[config.mk]
export PLATFORM = sky130hd
export DESIGN_NAME = tcp_ram
export DESIGN_NICKNAME = d
export VERILOG_FILES = /design/src/design/two_tier_cache_placement_top_macros.svh /design/src/design/tcp_ram.sv
export SDC_FILE = /design/constraint.sdc
export NUM_CORES = 2
export LEC_CHECK = 0
export ABC_AREA = 1
export BUFFER_PORTS_ARGS = -buffer_cell sky130_fd_sc_hd__buf_4
export CELL_PAD_IN_SITES_DETAIL_PLACEMENT = 0
export CELL_PAD_IN_SITES_GLOBAL_PLACEMENT = 1
export CORE_ASPECT_RATIO = 1.1
export CORE_UTILIZATION = 56
export CTS_CLUSTER_SIZE = 24
export DETAILED_ROUTE_END_ITERATION = 16
export HOLD_SLACK_MARGIN = 0.15
export PLACE_DENSITY_LB_ADDON = 0.1
export SLEW_MARGIN = 20
export SYNTH_ARGS = -nofsm -noshare
export SYNTH_HDL_FRONTEND = slang
export SYNTH_SLANG_ARGS = --single-unit
[constraint.sdc]
create_clock -name clk -period 4.6 [get_ports clk]
set_clock_uncertainty 0.15 [all_clocks]
set_input_delay 0.23 -clock clk [delete_from_list [all_inputs] [get_ports clk]]
set_output_delay 0.23 -clock clk [all_outputs]
set_load 0.01 [all_outputs]
[src/design/two_tier_cache_placement_top_macros.svh]
// Assertion macros for the two-tier placement block.
// Used by the top level; expects clk and rst_n in scope.
`ifndef TWO_TIER_CACHE_PLACEMENT_TOP_MACROS_SVH
`define TWO_TIER_CACHE_PLACEMENT_TOP_MACROS_SVH

// consequent checked in the same cycle as the antecedent
`define TCP_ASSERT_SAME(label, ante, cons) \
  label: assert property (@(posedge clk) disable iff (!rst_n) (ante) |-> (cons)) \
    else $error("tcp assertion failed");

// consequent checked from the next cycle on
`define TCP_ASSERT_NEXT(label, ante, cons) \
  label: assert property (@(posedge clk) disable iff (!rst_n) (ante) |=> (cons)) \
    else $error("tcp assertion failed");

`endif

[src/design/tcp_ram.sv]
// Generic single-write, single-read RAM with a registered read port.
// No dependencies.
module tcp_ram #(
  parameter int WIDTH = 8,
  parameter int DEPTH = 256
) (
  input  logic                     clk,
  input  logic                     we,
  input  logic [$clog2(DEPTH)-1:0] waddr,
  input  logic [WIDTH-1:0]         wdata,
  input  logic                     re,
  input  logic [$clog2(DEPTH)-1:0] raddr,
  output logic [WIDTH-1:0]         rdata
);

  logic [WIDTH-1:0] mem [DEPTH];
  logic [WIDTH-1:0] rdata_r;

  always_ff @(posedge clk) begin
    if (we) begin
      mem[waddr] <= wdata;
    end
    if (re) begin
      rdata_r <= mem[raddr];
    end
  end

  assign rdata = rdata_r;

endmodule

==> summary.md <==
| Metric | Value |
|---|---|
| Synth area leader | edfxtp_1 |
| Inserted Clock Buffers | 199 |
| Worst slew pin tran | 1.22 ns |
| CP Data Arrival Time | 4.43 ns |
| Final setup viols | 0 |
| Antenna-violating nets left | 0 |
| Vias per cell | between 6 and 7 |
| Vias in the first global route | 51100 |
| Nets | 6923 |
| Die W | 370 um |
| Maximum vdd drop | 463 uV |
| Number of synthesized register bits | 2056 |
| Maximum clock rate | between 200 and 300 MHz |
| Clock transition at path regs | about 0.06 ns |
| Gr usage total | 30.8% |
| WL final | 232000 um |
| Root Driver | clkbuf_16 |
| Synth unique cells | 13 |
| Die height | 407 um |
| Pins over their slew limit | 0 |
| Row cnt | 148 |
| Worst r2r dst | rdata[3]$_DFFE_PP_ |
| # IOs | 35 |
| CTS tree | yes |
| Antenna violations before repair | 4 |
| Hold slack | around 0.22 ns |
| P_leak | 31.6 nW |
| Outcome | completed |
| TritonRoute pass-1 iters | 8 |
| Cells taking the most area after synthesis | edfxtp_1 (74%), nand3_1 (12%), nand2_1 (9.5%) |
| Hold Path Sink | rdata[1]$_DFFE_PP_ |
| Hold Crit Depth | 8 |
| Tcrit/Tclk final | 86.6% |
| Post-CTS sizing | 0 |
| Synth top area share | between 70 and 80% |
| R2r worst-path depth | 12 |
| DP HPWL | 129000 um |
| Grt total ovfl | 0 |
| R2R Setup Slk | about 1.4 ns |
| Crit Path Class | in -> reg |
| Buffers from clock root to sink, at most | 3 |
| Seq/Total Area, Yosys | between 70% and 80% |
| Hold wc startpoint | raddr[3] |
| Syn. warnings | 0 |
| Area after DPL | 0.0853 mm^2 |
| Largest net degree at the start of global routing | 169 |
| Mapped Area | 0.0835 mm^2 |
| RSZ-0062 raised after global routing | false |
| P per Cell Area | 423 mW/mm^2 |
| Initial drt markers | 6480 |
| Maxcap violations | 0 |
| Worst Setup Start Kind | input pin |
| Worst Hold Class | in -> reg |
| Fin Setup TNS | 0 ns |
| Die footprint | 0.151 mm^2 |
| CTS sink cnt | about 2100 |
| Post-DR wirelength/cell | 25.8 um |
| Crit path required time | about 5 ns |
| Design area | 0.0916 mm^2 |
| Starting Density | 56.4% |
| Synthesis-to-layout area growth | 9.78% |
| DR vias | between 50000 and 60000 |
| CP max FO | 33 |
| Synthesized instance count | roughly 7000 |
| Skew-Pair Late Insertion Delay | 0.85 ns |
| Syn Area/Cell | around 12 um^2 |
| Share of cells above drive strength 1 | 5.97% |
| CORE AREA | 0.148 mm^2 |
| Routability cong. | 0.849 |
| First-pass GRT wire length | 340000 um |
| H-tree lvl count | 4 |
| Final Critical Period | roughly 4.0 ns |
| DRC | 0 |
| R2r startpoint | mem[159][3]$_DFFE_PP_ |
| Crit path capture type | flip-flop |
| Syn Nets | 7030 |
| Slew margin rel. | 18.5% |
| Port Buffers | 34 |
| Final hold vios | 0 |
| CP Launch Point | raddr[5] |
-- cell usage after synthesis --
| library cell | count |
|---|---|
| nand2_1 | 2123 |
| nor2_1 | 283 |
| inv_1 | 36 |
| buf_2 | 268 |
| buf_6 | 16 |
| buf_4 | 46 |
| buf_1 | 40 |
| inv_2 | 2 |
| clkbuf_1 | 112 |
| edfxtp_1 | 2056 |
| buf_8 | 1 |
| nand3_1 | 2019 |
| inv_4 | 1 |
-- routing by layer --
metal | routed length (um) | GRT usage, % | vias to the layer above
met1 | 96000 | 43.9 | 26900
li1 | - | - | 24700
met4 | 6470 | 9.38 | 2
met3 | 19500 | 5.30 | 375
met5 | 14 | 0 | -
met2 | 110000 | 48.9 | 2455
-- cell families after synthesis --
| logic type | share of synthesized area [%] |
|---|---|
| buffers and inverters | 3.12 |
| DFF | 74.0 |
| and+or+nand+nor | 22.9 |
-- per-stage QoR --
| step | power [mW] | util, % | worst slack (ns) | instances |
|---|---|---|---|---|
| after detailed placement | 23.4 | 57.6 | 0.941 | 8621 |
| after CTS | 38.8 | 61.9 | 0.730 | 8998 |
| after floorplan | 22.3 | - | 2.73 | 7003 |
| after global routing | 39.7 | 61.9 | 0.639 | 8998 |
| after global placement | 23.4 | 57.6 | 0.932 | 8621 |
| final | 38.7 | 61.9 | 0.614 | 9000 |
-- power breakdown --
group | switching (mW) | internal, mW
combinational | 1.82 | 0.575
clock | 6.83 | 8.82
sequential | 0.0196 | 20.7
-- worst max path at each step --
stage | end | slack (ns) | depth (start not counted)
2_1_floorplan | mem[162][0]$_DFFE_PP_ | 2.73 | 4
3_3_place_gp | rdata[0]$_DFFE_PP_ | 0.93 | 13
3_5_place_dp | rdata[0]$_DFFE_PP_ | 0.94 | 13
4_1_cts | rdata[3]$_DFFE_PP_ | 0.73 | 11
5_1_grt | rdata[3]$_DFFE_PP_ | 0.64 | 11
6_report | rdata[3]$_DFFE_PP_ | 0.61 | 11
-- sequential cells by signal (all words and copies together) (netlist names) --
| register | cells |
|---|---|
| rdata | 8 |
| mem | 2048 |
-- critical path, stage by stage --
cell and delay, ns:
dlygate4sd3_1 0.53, buf_4 0.35, inv_1 0.85, buf_4 0.52
nand3_1 0.29, nand3_1 0.28, nand2_1 0.08, nand2_1 0.08
dlygate4sd3_1 0.56, nand2_1 0.05, dlygate4sd3_1 0.55
-- cell usage in the layout, fill, tap and decap left out, drive strengths merged --
cell type / n
nor2: 283
nand3: 2019
dlygate4sd3: 24
buf: 151
nand2: 2123
clkbuf: 264
clkinv: 72
inv: 44
diode: 2
bufinv: 12
edfxtp: 2056
-- what timing repair did --
item,4_1_cts,5_1_grt
hold buffers,24,0
buffers inserted,0,0
hold endpoints to repair,1534,0
-- area by class of cell --
| class | instances | area, um^2 |
|---|---|---|
| Inverter | 39 | 180 |
| Timing Repair Buffer | 175 | 2000 |
| Sequential cell | 2056 | 61700 |
| Clock buffer | 264 | 5370 |
| Clock inverter | 89 | 749 |
| Multi-Input combinational cell | 4425 | 19200 |
| Fill cell | 11500 | 56300 |
| Tap cell | 1950 | 2440 |
| Antenna cell | 2 | 5.00 |
Power figures use the tool's default switching activity.
